### src/hw/rtl/cffp_pkg.sv
package cffp_pkg;

   // time base of the burst and release bookkeeping
   localparam int TIME_BITS = 48;
   // fixed port field widths
   localparam int NOW_W = 48;
   localparam int DLC_W = 4;
   localparam int ID_W = 32;
   localparam int IVAL_W = 24;
   localparam int BITS_W = 7;
   localparam int REQ_TDATA_W = 88;
   localparam int RSP_TDATA_W = 128;
   localparam int CSR_INDEX_W = 3;
   localparam int CSR_DATA_W = 32;

   // frame length terms
   localparam logic [BITS_W-1:0] FRAME_BASE_BITS = 7'd33;
   localparam logic [BITS_W-1:0] EXT_ID_BITS = 7'd29;
   localparam logic [BITS_W-1:0] STD_ID_BITS = 7'd11;
   localparam logic [DLC_W-1:0] MAX_DATA_BYTES = 4'd8;
   localparam int ID_EXT_BIT = 31;

   // rate mode arithmetic: bits * 1e8 / (bitrate * rate)
   localparam logic [IVAL_W-1:0] INTERVAL_MAX = 24'hFFFFFF;
   localparam int NUM_W = 34;
   localparam int DEN_W = 27;
   localparam int REM_W = DEN_W + 1;
   localparam int CNT_W = $clog2(NUM_W);
   localparam logic [DEN_W-1:0] RATE_SCALE = 27'd100000000;
   localparam logic [7:0] RATE_MIN = 8'd1;
   localparam logic [7:0] RATE_MAX = 8'd100;

   // queue between front and back
   localparam int QUEUE_DEPTH = 2;
   localparam int QPTR_W = $clog2(QUEUE_DEPTH);
   localparam int QCNT_W = $clog2(QUEUE_DEPTH + 1);

   // register indexes
   typedef enum logic [CSR_INDEX_W-1:0] {
      REG_RATE_MODE      = 3'd0,
      REG_FIXED_INTERVAL = 3'd1,
      REG_BUS_BITRATE    = 3'd2,
      REG_RATE_PERCENT   = 3'd3,
      REG_BURST_ENABLE   = 3'd4,
      REG_BURST_LENGTH   = 3'd5,
      REG_BURST_PAUSE    = 3'd6
   } csr_reg_type;

   typedef struct packed {
      logic                rate_mode;
      logic [IVAL_W-1:0]   fixed_interval;
      logic [19:0]         bus_bitrate;
      logic [7:0]          rate_percent;
      logic                burst_enable;
      logic [31:0]         burst_length;
      logic [31:0]         burst_pause;
   } cfg_type;

   // classified frame passed from front to back
   typedef struct packed {
      logic [TIME_BITS-1:0] now;
      logic [BITS_W-1:0]    bits;
   } item_type;

endpackage

### src/hw/rtl/cffp_front.sv
module cffp_front (
   input  logic                                clock,
   input  logic                                reset,
   input  logic                                req_tvalid,
   output logic                                req_tready,
   // now_us [47:0], data_length [51:48], frame_id [83:52], zero fill
   input  logic [cffp_pkg::REQ_TDATA_W-1:0]    req_tdata,
   output logic                                push_valid,
   input  logic                                push_ready,
   output cffp_pkg::item_type                  push_item
);

   logic                    hold_valid_ff, hold_valid_in;
   cffp_pkg::item_type      item_ff, item_in;
   logic [cffp_pkg::NOW_W-1:0] now_us;
   logic [cffp_pkg::DLC_W-1:0] data_length;
   logic [cffp_pkg::ID_W-1:0]  frame_id;
   logic [cffp_pkg::DLC_W-1:0] bytes;
   logic [cffp_pkg::BITS_W-1:0] id_bits;

   assign now_us      = req_tdata[cffp_pkg::NOW_W-1:0];
   assign data_length = req_tdata[cffp_pkg::NOW_W +: cffp_pkg::DLC_W];
   assign frame_id    = req_tdata[cffp_pkg::NOW_W + cffp_pkg::DLC_W +: cffp_pkg::ID_W];

   // classic CAN: data length codes above eight still carry eight bytes
   assign bytes   = (data_length > cffp_pkg::MAX_DATA_BYTES) ? cffp_pkg::MAX_DATA_BYTES
                                                            : data_length;
   assign id_bits = frame_id[cffp_pkg::ID_EXT_BIT] ? cffp_pkg::EXT_ID_BITS
                                                   : cffp_pkg::STD_ID_BITS;

   assign req_tready = !hold_valid_ff || push_ready;
   assign push_valid = hold_valid_ff;
   assign push_item  = item_ff;

   // holding stage: classify on accept, hand on to the queue
   always_comb begin
      hold_valid_in = hold_valid_ff;
      item_in       = item_ff;
      if (push_valid && push_ready) begin
         hold_valid_in = 1'b0;
      end
      if (req_tvalid && req_tready) begin
         hold_valid_in = 1'b1;
         item_in.now   = cffp_pkg::TIME_BITS'(now_us);
         item_in.bits  = cffp_pkg::FRAME_BASE_BITS + {bytes, 3'b000} + id_bits;
      end
   end

   always_ff @(posedge clock) begin
      if (reset) begin
         hold_valid_ff <= 1'b0;
      end else begin
         hold_valid_ff <= hold_valid_in;
      end
      item_ff <= item_in;
   end

endmodule

### src/hw/rtl/cffp_queue.sv
module cffp_queue (
   input  logic                clock,
   input  logic                reset,
   input  logic                push_valid,
   output logic                push_ready,
   input  cffp_pkg::item_type  push_item,
   output logic                pop_valid,
   input  logic                pop_ready,
   output cffp_pkg::item_type  pop_item
);

   cffp_pkg::item_type               entry_ff [cffp_pkg::QUEUE_DEPTH];
   logic [cffp_pkg::QPTR_W-1:0]      wr_ptr_ff, wr_ptr_in;
   logic [cffp_pkg::QPTR_W-1:0]      rd_ptr_ff, rd_ptr_in;
   logic [cffp_pkg::QCNT_W-1:0]      count_ff, count_in;
   logic                             push_fire;
   logic                             pop_fire;

   assign push_ready = (count_ff != cffp_pkg::QCNT_W'(cffp_pkg::QUEUE_DEPTH));
   assign pop_valid  = (count_ff != '0);
   assign pop_item   = entry_ff[rd_ptr_ff];
   assign push_fire  = push_valid && push_ready;
   assign pop_fire   = pop_valid && pop_ready;

   // pointer and fill bookkeeping
   always_comb begin
      wr_ptr_in = wr_ptr_ff;
      rd_ptr_in = rd_ptr_ff;
      count_in  = count_ff;
      if (push_fire) begin
         wr_ptr_in = wr_ptr_ff + 1'b1;
      end
      if (pop_fire) begin
         rd_ptr_in = rd_ptr_ff + 1'b1;
      end
      if (push_fire && !pop_fire) begin
         count_in = count_ff + 1'b1;
      end else if (pop_fire && !push_fire) begin
         count_in = count_ff - 1'b1;
      end
   end

   always_ff @(posedge clock) begin
      if (reset) begin
         wr_ptr_ff <= '0;
         rd_ptr_ff <= '0;
         count_ff  <= '0;
      end else begin
         wr_ptr_ff <= wr_ptr_in;
         rd_ptr_ff <= rd_ptr_in;
         count_ff  <= count_in;
      end
      if (push_fire) begin
         entry_ff[wr_ptr_ff] <= push_item;
      end
   end

   a_count_bound: assert property (@(posedge clock) disable iff (reset)
      count_ff <= cffp_pkg::QCNT_W'(cffp_pkg::QUEUE_DEPTH))
      else $error("queue fill count beyond depth");

   a_push_pop_hold: assert property (@(posedge clock) disable iff (reset)
      (push_fire && pop_fire) |=> (count_ff == $past(count_ff)))
      else $error("queue fill changed on simultaneous push and pop");

endmodule

### src/hw/rtl/cffp_back.sv
module cffp_back (
   input  logic                             clock,
   input  logic                             reset,
   input  cffp_pkg::cfg_type                cfg,
   input  logic                             pop_valid,
   output logic                             pop_ready,
   input  cffp_pkg::item_type               pop_item,
   output logic                             rsp_tvalid,
   input  logic                             rsp_tready,
   output logic                             rsp_paused,
   output logic [cffp_pkg::NOW_W-1:0]       rsp_send,
   output logic [cffp_pkg::NOW_W-1:0]       rsp_next,
   output logic [cffp_pkg::IVAL_W-1:0]      rsp_ival,
   output logic [cffp_pkg::BITS_W-1:0]      rsp_bits
);

   typedef enum logic [3:0] {
      ST_IDLE  = 4'b0001,
      ST_DIV   = 4'b0010,
      ST_BURST = 4'b0100,
      ST_FIN   = 4'b1000
   } state_type;

   state_type                          state_ff, state_in;
   cffp_pkg::item_type                 item_ff, item_in;
   logic [cffp_pkg::NUM_W-1:0]         dvd_ff, dvd_in;
   logic [cffp_pkg::DEN_W-1:0]         den_ff, den_in;
   logic [cffp_pkg::REM_W-1:0]         rem_ff, rem_in;
   logic [cffp_pkg::CNT_W-1:0]         cnt_ff, cnt_in;
   logic                               pause_ff, pause_in;
   logic [cffp_pkg::IVAL_W-1:0]        ival_ff, ival_in;
   logic [cffp_pkg::TIME_BITS-1:0]     deadline_ff, deadline_in;
   logic [cffp_pkg::TIME_BITS-1:0]     release_ff, release_in;
   logic                               rsp_valid_ff, rsp_valid_in;
   logic                               rsp_paused_ff, rsp_paused_in;
   logic [cffp_pkg::NOW_W-1:0]         rsp_send_ff, rsp_send_in;
   logic [cffp_pkg::NOW_W-1:0]         rsp_next_ff, rsp_next_in;
   logic [cffp_pkg::IVAL_W-1:0]        rsp_ival_ff, rsp_ival_in;
   logic [cffp_pkg::BITS_W-1:0]        rsp_bits_ff, rsp_bits_in;

   logic [7:0]                         rate_clamped;
   logic [cffp_pkg::NUM_W-1:0]         num_load;
   logic [cffp_pkg::DEN_W-1:0]         den_load;
   logic [cffp_pkg::REM_W-1:0]         rem_shift;
   logic                               quo_bit;
   logic [31:0]                        blen;
   logic [31:0]                        bpause;
   logic                               use_rate;
   logic                               quo_sat;
   logic                               out_free;
   logic [cffp_pkg::TIME_BITS-1:0]     release_sum;
   logic [cffp_pkg::TIME_BITS-1:0]     send_time;

   // per-bit time operands, clamped rate
   assign rate_clamped = (cfg.rate_percent < cffp_pkg::RATE_MIN) ? cffp_pkg::RATE_MIN :
                         (cfg.rate_percent > cffp_pkg::RATE_MAX) ? cffp_pkg::RATE_MAX :
                                                                  cfg.rate_percent;
   assign num_load = cffp_pkg::NUM_W'(pop_item.bits) * cffp_pkg::NUM_W'(cffp_pkg::RATE_SCALE);
   assign den_load = cffp_pkg::DEN_W'(cfg.bus_bitrate) * cffp_pkg::DEN_W'(rate_clamped);

   // one restoring division step
   assign rem_shift = {rem_ff[cffp_pkg::REM_W-2:0], dvd_ff[cffp_pkg::NUM_W-1]};
   assign quo_bit   = (rem_shift >= {1'b0, den_ff});

   // zero burst length or pause takes the other
   assign blen   = (cfg.burst_length != '0) ? cfg.burst_length : cfg.burst_pause;
   assign bpause = (cfg.burst_pause != '0) ? cfg.burst_pause : cfg.burst_length;

   assign use_rate    = cfg.rate_mode && (cfg.bus_bitrate != '0);
   assign quo_sat     = |dvd_ff[cffp_pkg::NUM_W-1:cffp_pkg::IVAL_W];
   assign out_free    = !rsp_valid_ff || rsp_tready;
   assign release_sum = release_ff + cffp_pkg::TIME_BITS'(ival_ff);
   assign send_time   = (pause_ff && (deadline_ff > item_ff.now)) ? deadline_ff : item_ff.now;

   assign pop_ready = (state_ff == ST_IDLE);

   always_comb begin
      state_in      = state_ff;
      item_in       = item_ff;
      dvd_in        = dvd_ff;
      den_in        = den_ff;
      rem_in        = rem_ff;
      cnt_in        = cnt_ff;
      pause_in      = pause_ff;
      ival_in       = ival_ff;
      deadline_in   = deadline_ff;
      release_in    = release_ff;
      rsp_valid_in  = rsp_valid_ff && !rsp_tready;
      rsp_paused_in = rsp_paused_ff;
      rsp_send_in   = rsp_send_ff;
      rsp_next_in   = rsp_next_ff;
      rsp_ival_in   = rsp_ival_ff;
      rsp_bits_in   = rsp_bits_ff;
      unique case (state_ff)
         ST_IDLE: begin
            // take the next frame and load the divider
            if (pop_valid) begin
               item_in  = pop_item;
               dvd_in   = num_load;
               den_in   = den_load;
               rem_in   = '0;
               cnt_in   = cffp_pkg::CNT_W'(cffp_pkg::NUM_W - 1);
               state_in = ST_DIV;
            end
         end
         ST_DIV: begin
            rem_in = quo_bit ? (rem_shift - {1'b0, den_ff}) : rem_shift;
            dvd_in = {dvd_ff[cffp_pkg::NUM_W-2:0], quo_bit};
            cnt_in = cnt_ff - 1'b1;
            if (cnt_ff == '0) begin
               state_in = ST_BURST;
            end
         end
         ST_BURST: begin
            // pick the interval, then arm the burst timer or take a pause
            if (!use_rate) begin
               ival_in = cfg.fixed_interval;
            end else if (quo_sat) begin
               ival_in = cffp_pkg::INTERVAL_MAX;
            end else begin
               ival_in = dvd_ff[cffp_pkg::IVAL_W-1:0];
            end
            pause_in = 1'b0;
            if (cfg.burst_enable) begin
               if (deadline_ff == '0) begin
                  deadline_in = cffp_pkg::TIME_BITS'(blen);
               end else if (item_ff.now >= deadline_ff) begin
                  pause_in    = 1'b1;
                  deadline_in = deadline_ff + cffp_pkg::TIME_BITS'(bpause);
                  release_in  = release_ff + cffp_pkg::TIME_BITS'(bpause);
               end
            end
            state_in = ST_FIN;
         end
         ST_FIN: begin
            // commit state and present the result once the output slot frees
            if (out_free) begin
               if (pause_ff) begin
                  deadline_in = deadline_ff + cffp_pkg::TIME_BITS'(blen);
               end
               release_in    = release_sum;
               rsp_valid_in  = 1'b1;
               rsp_paused_in = pause_ff;
               rsp_send_in   = cffp_pkg::NOW_W'(send_time);
               rsp_next_in   = cffp_pkg::NOW_W'(release_sum);
               rsp_ival_in   = ival_ff;
               rsp_bits_in   = item_ff.bits;
               state_in      = ST_IDLE;
            end
         end
         default: begin
            state_in = ST_IDLE;
         end
      endcase
   end

   always_ff @(posedge clock) begin
      if (reset) begin
         state_ff     <= ST_IDLE;
         deadline_ff  <= '0;
         release_ff   <= '0;
         rsp_valid_ff <= 1'b0;
      end else begin
         state_ff     <= state_in;
         deadline_ff  <= deadline_in;
         release_ff   <= release_in;
         rsp_valid_ff <= rsp_valid_in;
      end
      item_ff       <= item_in;
      dvd_ff        <= dvd_in;
      den_ff        <= den_in;
      rem_ff        <= rem_in;
      cnt_ff        <= cnt_in;
      pause_ff      <= pause_in;
      ival_ff       <= ival_in;
      rsp_paused_ff <= rsp_paused_in;
      rsp_send_ff   <= rsp_send_in;
      rsp_next_ff   <= rsp_next_in;
      rsp_ival_ff   <= rsp_ival_in;
      rsp_bits_ff   <= rsp_bits_in;
   end

   assign rsp_tvalid = rsp_valid_ff;
   assign rsp_paused = rsp_paused_ff;
   assign rsp_send   = rsp_send_ff;
   assign rsp_next   = rsp_next_ff;
   assign rsp_ival   = rsp_ival_ff;
   assign rsp_bits   = rsp_bits_ff;

   a_result_from_fin: assert property (@(posedge clock) disable iff (reset)
      $rose(rsp_valid_ff) |-> $past(state_ff == ST_FIN))
      else $error("result raised outside the commit step");

   a_pause_needs_burst: assert property (@(posedge clock) disable iff (reset)
      (rsp_valid_ff && rsp_paused_ff) |-> cfg.burst_enable)
      else $error("pause reported with bursts disabled");

   a_fixed_interval: assert property (@(posedge clock) disable iff (reset)
      (rsp_valid_ff && !cfg.rate_mode) |-> (rsp_ival_ff == cfg.fixed_interval))
      else $error("fixed mode interval mismatch");

endmodule

### src/hw/rtl/can_flood_frame_pacer_top.sv
// Path: an accepted item passes the front register, the queue, the divider load, 34 divide
//   steps, the burst step and the commit, which waits until the result channel is free.
// Flow: the back end takes one item at a time, held by the one-bit-per-cycle restoring
//   divider for the rate-mode interval; a two-entry queue lets the front take items meanwhile.
// Reset: synchronous, active high; clears the queue, the pipeline, the burst deadline
//   and the release time, and loads the register defaults.
module can_flood_frame_pacer_top (
   input  logic                                clock,
   input  logic                                reset,
   input  logic                                req_tvalid,
   output logic                                req_tready,
   // now_us [47:0], data_length [51:48], frame_id [83:52], zero fill
   input  logic [cffp_pkg::REQ_TDATA_W-1:0]    req_tdata,
   output logic                                rsp_tvalid,
   input  logic                                rsp_tready,
   // send_time_us [47:0], next_release_us [95:48], interval_us [119:96],
   // frame_bits [126:120], zero fill
   output logic [cffp_pkg::RSP_TDATA_W-1:0]    rsp_tdata,
   // paused [0]
   output logic                                rsp_tuser,
   input  logic                                csr_we,
   input  logic [cffp_pkg::CSR_INDEX_W-1:0]    csr_index,
   input  logic [cffp_pkg::CSR_DATA_W-1:0]     csr_wdata
);

   cffp_pkg::cfg_type                cfg_ff, cfg_in;
   logic                             push_valid;
   logic                             push_ready;
   cffp_pkg::item_type               push_item;
   logic                             pop_valid;
   logic                             pop_ready;
   cffp_pkg::item_type               pop_item;
   logic [cffp_pkg::NOW_W-1:0]       rsp_send;
   logic [cffp_pkg::NOW_W-1:0]       rsp_next;
   logic [cffp_pkg::IVAL_W-1:0]      rsp_ival;
   logic [cffp_pkg::BITS_W-1:0]      rsp_bits;

   // register writes
   always_comb begin
      cfg_in = cfg_ff;
      if (csr_we) begin
         unique case (cffp_pkg::csr_reg_type'(csr_index))
            cffp_pkg::REG_RATE_MODE:      cfg_in.rate_mode      = csr_wdata[0];
            cffp_pkg::REG_FIXED_INTERVAL: cfg_in.fixed_interval = csr_wdata[23:0];
            cffp_pkg::REG_BUS_BITRATE:    cfg_in.bus_bitrate    = csr_wdata[19:0];
            cffp_pkg::REG_RATE_PERCENT:   cfg_in.rate_percent   = csr_wdata[7:0];
            cffp_pkg::REG_BURST_ENABLE:   cfg_in.burst_enable   = csr_wdata[0];
            cffp_pkg::REG_BURST_LENGTH:   cfg_in.burst_length   = csr_wdata;
            cffp_pkg::REG_BURST_PAUSE:    cfg_in.burst_pause    = csr_wdata;
            default: begin
            end
         endcase
      end
   end

   always_ff @(posedge clock) begin
      if (reset) begin
         cfg_ff.rate_mode      <= 1'b0;
         cfg_ff.fixed_interval <= 24'd1000;
         cfg_ff.bus_bitrate    <= 20'd500000;
         cfg_ff.rate_percent   <= 8'd100;
         cfg_ff.burst_enable   <= 1'b0;
         cfg_ff.burst_length   <= '0;
         cfg_ff.burst_pause    <= '0;
      end else begin
         cfg_ff <= cfg_in;
      end
   end

   cffp_front u_front (
      .clock      (clock),
      .reset      (reset),
      .req_tvalid (req_tvalid),
      .req_tready (req_tready),
      .req_tdata  (req_tdata),
      .push_valid (push_valid),
      .push_ready (push_ready),
      .push_item  (push_item)
   );

   cffp_queue u_queue (
      .clock      (clock),
      .reset      (reset),
      .push_valid (push_valid),
      .push_ready (push_ready),
      .push_item  (push_item),
      .pop_valid  (pop_valid),
      .pop_ready  (pop_ready),
      .pop_item   (pop_item)
   );

   cffp_back u_back (
      .clock      (clock),
      .reset      (reset),
      .cfg        (cfg_ff),
      .pop_valid  (pop_valid),
      .pop_ready  (pop_ready),
      .pop_item   (pop_item),
      .rsp_tvalid (rsp_tvalid),
      .rsp_tready (rsp_tready),
      .rsp_paused (rsp_tuser),
      .rsp_send   (rsp_send),
      .rsp_next   (rsp_next),
      .rsp_ival   (rsp_ival),
      .rsp_bits   (rsp_bits)
   );

   assign rsp_tdata = {1'b0, rsp_bits, rsp_ival, rsp_next, rsp_send};

endmodule
### config.mk
export PLATFORM = sky130hd
export DESIGN_NAME = can_flood_frame_pacer_top
export DESIGN_NICKNAME = d
export VERILOG_FILES = /design/src/hw/rtl/cffp_pkg.sv /design/src/hw/rtl/cffp_front.sv /design/src/hw/rtl/cffp_queue.sv /design/src/hw/rtl/cffp_back.sv /design/src/hw/rtl/can_flood_frame_pacer_top.sv
export SDC_FILE = /design/constraint.sdc
export NUM_CORES = 2
export LEC_CHECK = 0
export BUFFER_PORTS_ARGS = -buffer_cell sky130_fd_sc_hd__buf_4
export CAP_MARGIN = 30
export CORE_UTILIZATION = 35
export DETAILED_ROUTE_END_ITERATION = 6
export PLACE_DENSITY = 0.48
export SLEW_MARGIN = 20
export SYNTH_ARGS = -nofsm -noshare
export SYNTH_HDL_FRONTEND = slang
export SYNTH_SLANG_ARGS = --single-unit
### constraint.sdc
create_clock -name clock -period 6.5 [get_ports clock]
set_input_delay 0.65 -clock clock [delete_from_list [all_inputs] [get_ports clock]]
set_output_delay 0.65 -clock clock [all_outputs]
set_load 0.03 [all_outputs]
# Word level (Yosys, flattened, before mapping)
# Memories as Yosys holds them, arrays and structs flattened. A register that Yosys moved wholly into a read port is not among the register bits.
# Cells that the tools add are included.
# W data, S select, Z words.
# word_totals
register_bits,581
ramBits,110
inputBits,128
output_inout_bits,131
n_memories,1
# classes
addsub,12
multipliers,2
order_cmp,6
n_eq_ne,19
n_mux,42
bitwise_logic,1
reduce_logical,41
# memory_table
name,depth,width,rd,rd_ports_with_merged_regs,wr,line_no,source
u_queue.entry_ff,2,55,1,1,1,cffp_queue.sv:12,cffp_pkg::item_type entry_ff [cffp_pkg::QUEUE_DEPTH];
# ops
cell,n
$mux W48,10
$pmux W48 S2,2
$add A48 B32 Y48,3
$pmux W34 S2,1
$mux W32,2
$reduce_bool A32 Y1,2
$mux W27,2
$pmux W27 S2,1
$add A48 B24 Y48,1
$ge A48 B48 Y1,1
$gt A48 B48 Y1,1
$logic_not A48 Y1,1
$mux W24,2
$mux W34,1
$ge A28 B27 Y1,1
$mul A20 B8 Y27,1
$sub A27 B27 Y27,1
$mul A7 B19 Y26 const B,1
$reduce_and A2 Y1,10
$reduce_bool A20 Y1,1
$mux W4,4
$mux W8,2
$pmux W4 S4,1
$pmux W6 S2,1
other kinds (34),70

# Logic depth before layout (Yosys ltp)
# logic_depth
word_depth,7
depth_mapped,25

# Hierarchy
# A second synthesis with hierarchy kept.
# unflattened
hier_cells,4273
area_unflattened_um2,43590.6
# by_module_without_submodules
module,n_inst,cells_per_inst,area_each_um2,seq_area_each_um2
cffp_back,1,3559,32785.2,11090.6
can_flood_frame_pacer_top,1,446,4870.9,2362.3
cffp_queue,1,195,4187.8,3403.3
cffp_front,1,73,1746.7,1611.5

# Least setup slack after synthesis
# No wires, ideal clock.
# synth_timing
path_type,register to register
from,register u_back.state_ff[0]
to,register u_back.release_ff[26] (netlist bit)
arrival_ps,5877
t_required_ps,6370
path_slack_ps,493
path_stages_with_launch,9
path_buffers,2
cell_sequence,dfxtp_1 > nor4b_2 > nand2_1 > inv_1 > clkbuf_1 > a21oi_1 > clkbuf_1 > a221oi_1 > nor2_1
# synth_between
elab_chain_cells,3
# synth_rtl
element,line_no,source
from (decl),cffp_back.sv:24,"state_type state_ff, state_in;"
from (signal assigned),cffp_back.sv:164,state_ff <= state_in;
$eq A4 B4 Y1 / $eq A4 B3 Y1 (equally long branches),cffp_back.sv:94,unique case (state_ff)
$ne A2 B1 Y1 (no source line) (tied with other cells),-,
$reduce_and A5 Y1 (no source line),-,
to (signal assigned),cffp_back.sv:166,release_ff <= release_in;
to (decl),cffp_back.sv:33,"logic [cffp_pkg::TIME_BITS-1:0] release_ff, release_in;"
# Parallel ways exist; a longest one is shown, timed or not.
# A chain may end at the register's enable or synchronous reset.

# Worst setup path after layout
# layout_timing
from,register cfg_ff[65] (netlist bit)
to,register u_back.den_ff[23] (netlist bit) (data pin)
# layout_between
elab_chain_cells,4
# layout_rtl
element,line_no,source
from (decl),can_flood_frame_pacer_top.sv:26,"cffp_pkg::cfg_type cfg_ff, cfg_in;"
from (signal assigned),can_flood_frame_pacer_top.sv:66,cfg_ff <= cfg_in;
$gt A8 B7 Y1,cffp_back.sv:56,(cfg.rate_percent > cffp_pkg::RATE_MAX) ? cffp_pkg::RATE_MAX :
$mux W8,cffp_back.sv:56,
$mux W8 (*),cffp_back.sv:55,assign rate_clamped = (cfg.rate_percent < cffp_pkg::RATE_MIN) ? cffp_pkg::RATE_MIN :
$mul A20 B8 Y27 (*),cffp_back.sv:59,assign den_load = cffp_pkg::DEN_W'(cfg.bus_bitrate) * cffp_pkg::DEN_W'(rate_clamped);
"net u_back.den_load, one bit",cffp_back.sv:43,logic [cffp_pkg::DEN_W-1:0] den_load;
to (signal assigned),cffp_back.sv:171,den_ff <= den_in;
to (decl),cffp_back.sv:27,"logic [cffp_pkg::DEN_W-1:0] den_ff, den_in;"
# Mark *: on every way through the listed nets, which the timed path passes. The rest lies on a longest branch.

==> metrics.csv <==
stage;metric;value;unit
clock_network;post_cts_buffers;0;
timing;fin_crit;6.15;ns
die;ioPinCount;259;
power_and_ir_drop;power.density;380;nW/um^2
critical_path;crit_start;cfg_ff[65];
synthesis;synth_compound_area_frac;0.149;
outcome;status;complete, no violations;
synthesis;syn_avg_cell_area;10.0;um^2
drt;route.detailed.drc;0;
drt;drt-met1-wl;62100;um
synthesis;synth_edf_count;457;
critical_path;r2r_slack;0.35;ns
critical_path;critPathCapture;u_back.den_ff[23];
power_and_ir_drop;p_leak;20.7;nW
critical_path;cp_max_fo;5;
synthesis;netlist_area;42000;um^2
synthesis;synth_top_family_by_area;adder cells;
global_route;grt_usage;0.201;
clock_network;cts_tree;built;
die;dieHeight;349;um
critical_path;required;6.90;ns
synthesis;async_flop_share;0;
timing;setup_viol;0;
placement;gp_congestion;0.855;
synthesis;synthAdderAreaFrac;0.153;
drt;drtIter0Drc;2403;
critical_path;worstRegToRegCells;27;
timing;fin_skew;0.0538;ns
synthesis;synth_xor_area_frac;0.0410;
global_route;grt_pass1_vias;30685;
synthesis;syn_inst;4205;
drt;dr.pass1.iters;5;
clock_network;cts.sinks;682;
drt;routed_wl;122000;um
synthesis;synth_simple_gate_area_frac;0.145;
timing;tightest_slew;0.922;ns
final_layout;stdcell_count;6100;
final_layout;layout_commonest_cell;nand2_1;
drt;ant_nets;0;
run;drv_cap;0;
global_route;grt_overflow;0;
timing;grt_setup_unrepaired;no;
die;initial_core_util;0.355;
synthesis;synth_warnings;0;
drt;route.met3.wl;7390;um
global_route;grt_max_degree;80;
die;die_w;349;um
die;core_area;119000;um^2
critical_path;cp.arrival;6.55;ns
final_layout;final_cell_mix;507 x nand2_1, 457 x edfxtp_1, 372 x a21oi_1;
die;rows;126;
placement;place_inst;5942;
timing;tns;0;ns
placement;port_buffers;220;
drt;top_layer;met5;
critical_path;critPathKind;flip-flop to flip-flop;
critical_path;rr_endpoint;u_back.den_ff[23];
clock_network;cts_buffers;82;
timing;hold_viol;0;
clock_network;cts_max_level;3;
timing;fin_crit_sh;0.946;
synthesis;synth_cell_type_count;96;
drt;viasPerCell;5.21;
final_layout;area_delta_synth_final;16.0;%
clock_network;clk_pin_slew_worst_paths;0.06;ns
clock_network;root_buffer;clkbuf_16;
global_route;grt_pass1_wl;188000;um
timing;slew_viol_final;0;
final_layout;layout-drive-gt1-share;0.131;
critical_path;cp-end-kind;flip-flop;
synthesis;muxShareOfSynthArea;0.0345;
min_path;hp-class;primary input to flip-flop;
power_and_ir_drop;peakVddDrop;0.000380;V
synthesis;ys_ff_latch;682;
final_layout;final_nets;4988;
die;dieArea;122000;um^2
clock_network;clockBufferDepth;3;
timing;slew_headroom;0.385;
critical_path;worstSetupStartpointType;flip-flop;
critical_path;timing.rr.start;cfg_ff[65];
drt;post_drt_wl_per_cell;20.1;um
clock_network;clk_latency;0.69;ns
drt;dr_total_vias;31767;
global_route;antenna_found_initial;4;
synthesis;synthFlopType;edfxtp_1;
drt;wl_met2;50300;um
timing;max_freq;0.163;GHz
synthesis;synth-seq-area-share;0.434;
placement;dp_hpwl;90300;um
## worst min-delay path by stage
stage                           start               endpoint  slack, ns  depth (start not counted)
floorplan           u_back.item_ff[1]     u_back.rsp_bits[1]       0.40                          0
global placement    u_back.item_ff[3]     u_back.rsp_bits[3]       0.40                          0
detailed placement  u_back.item_ff[5]     u_back.rsp_bits[5]       0.41                          0
CTS                     req_tdata[10]  u_front.push_item[17]       0.10                          1
global route            req_tdata[45]  u_front.push_item[52]       0.12                          1
finish                   req_tdata[1]   u_front.push_item[8]       0.16                          1
## critical path, cell delays in order, from the launching register on
cell and delay, ns:
dfxtp_1 0.35, o21ai_0 0.19, nand2_1 0.09, a31oi_2 0.21
buf_4 0.15, and2_1 0.21, nand2_1 0.10, fa_1 0.55
inv_1 0.05, fa_1 0.46, fa_1 0.55, inv_1 0.06
fa_1 0.53, inv_1 0.04, ha_1 0.34, a21oi_1 0.08
o21ai_0 0.28, a21oi_1 0.07, a21oi_1 0.22, nor2b_1 0.10
buf_4 0.15, o21ai_1 0.25, o41ai_1 0.12, buf_4 0.15
o21ai_0 0.28, buf_4 0.17, nor2_1 0.04, xnor2_1 0.12
## kinds of logic (layout without fill, tap and decap cells)
group | count (synthesis) | after routing
simple gates | 1306 | 1306
xor+xnor | 197 | 197
buf+inv | 479 | 750
other cells | 2 | 26
flops | 682 | 682
compound gates | 973 | 973
mux | 133 | 133
fa+ha+maj | 433 | 433
## metal layers
layer | global-route usage | vias up
met5 | 0 | -
met4 | 0.0521 | 2
met3 | 0.0352 | 136
met2 | 0.286 | 811
met1 | 0.309 | 15326
li1 | - | 15492
## power breakdown
part / internal (W) / switching (W) / leakage, nW
Combinational: 0.00323 / 0.00422 / 13.1
Sequential: 0.00567 / 0.000311 / 6.11
Clock: 0.00309 / 0.00200 / 1.44
Total: 0.0120 / 0.00653 / 20.7
## through the flow
stage,util,hold WS [ns],power [W],instance area [um^2],setup slack [ns]
2_1_floorplan,-,0.400,0.0118,42100,0.493
3_3_place_gp,0.386,0.404,0.0135,45700,0.259
3_5_place_dp,0.386,0.412,0.0135,45700,0.286
4_1_cts,0.411,0.104,0.0188,48700,0.240
5_1_grt,0.411,0.121,0.0200,48700,0.0458
6_report,0.411,0.155,0.0185,48800,0.351
## flip-flops by register name, indices dropped and copies added, names as in the netlist, 2 cells and up, named ones only
register and count:
u_back.dvd_ff 34, u_back.rsp_next 48, u_front.push_item 53, u_queue.entry_ff 106, u_queue.count_ff 2, u_back.rsp_send 48
u_back.den_ff 27, u_back.release_ff 48, u_back.ival_ff 24, u_back.deadline_ff 48, u_back.rsp_bits 5, u_back.state_ff 4
u_back.cnt_ff 6, cfg_ff 118, u_back.rsp_ival 24, u_back.rem_ff 27, u_back.item_ff 53
## final cells by class
type / count / area (um^2)
multi-input cells: 3064 / 22200
fillers: 11735 / 69800
well taps: 1600 / 2000
clock inverters: 55 / 826
clock buffers: 98 / 2170
flip-flops and latches: 682 / 18200
repair buffers: 293 / 2210
diodes: 4 / 10.0
inverters: 304 / 1150
## what timing repair did
item / CTS / global route
hold buffers: 0 / 0
endpoints found under the setup margin: 0 / 1
gates resized for setup: 0 / 2
## synth_stat cells, types with 53 or more instances
cell type,n,area (um^2)
inv_1,303,1140
fa_1,135,2700
nand3_1,72,360
ha_1,298,3730
mux2_2,94,1060
nand2_1,508,1910
clkbuf_1,149,559
and2_1,72,450
a21oi_1,373,1870
o21ai_0,136,681
dfxtp_1,225,4500
edfxtp_1,457,13700
nor3_1,57,285
and3_1,62,388
xnor2_1,119,1040
nand4_1,53,332
nor2_1,312,1170
xor2_1,78,683
a21o_1,145,1090
(Power assumes the default switching activity.)
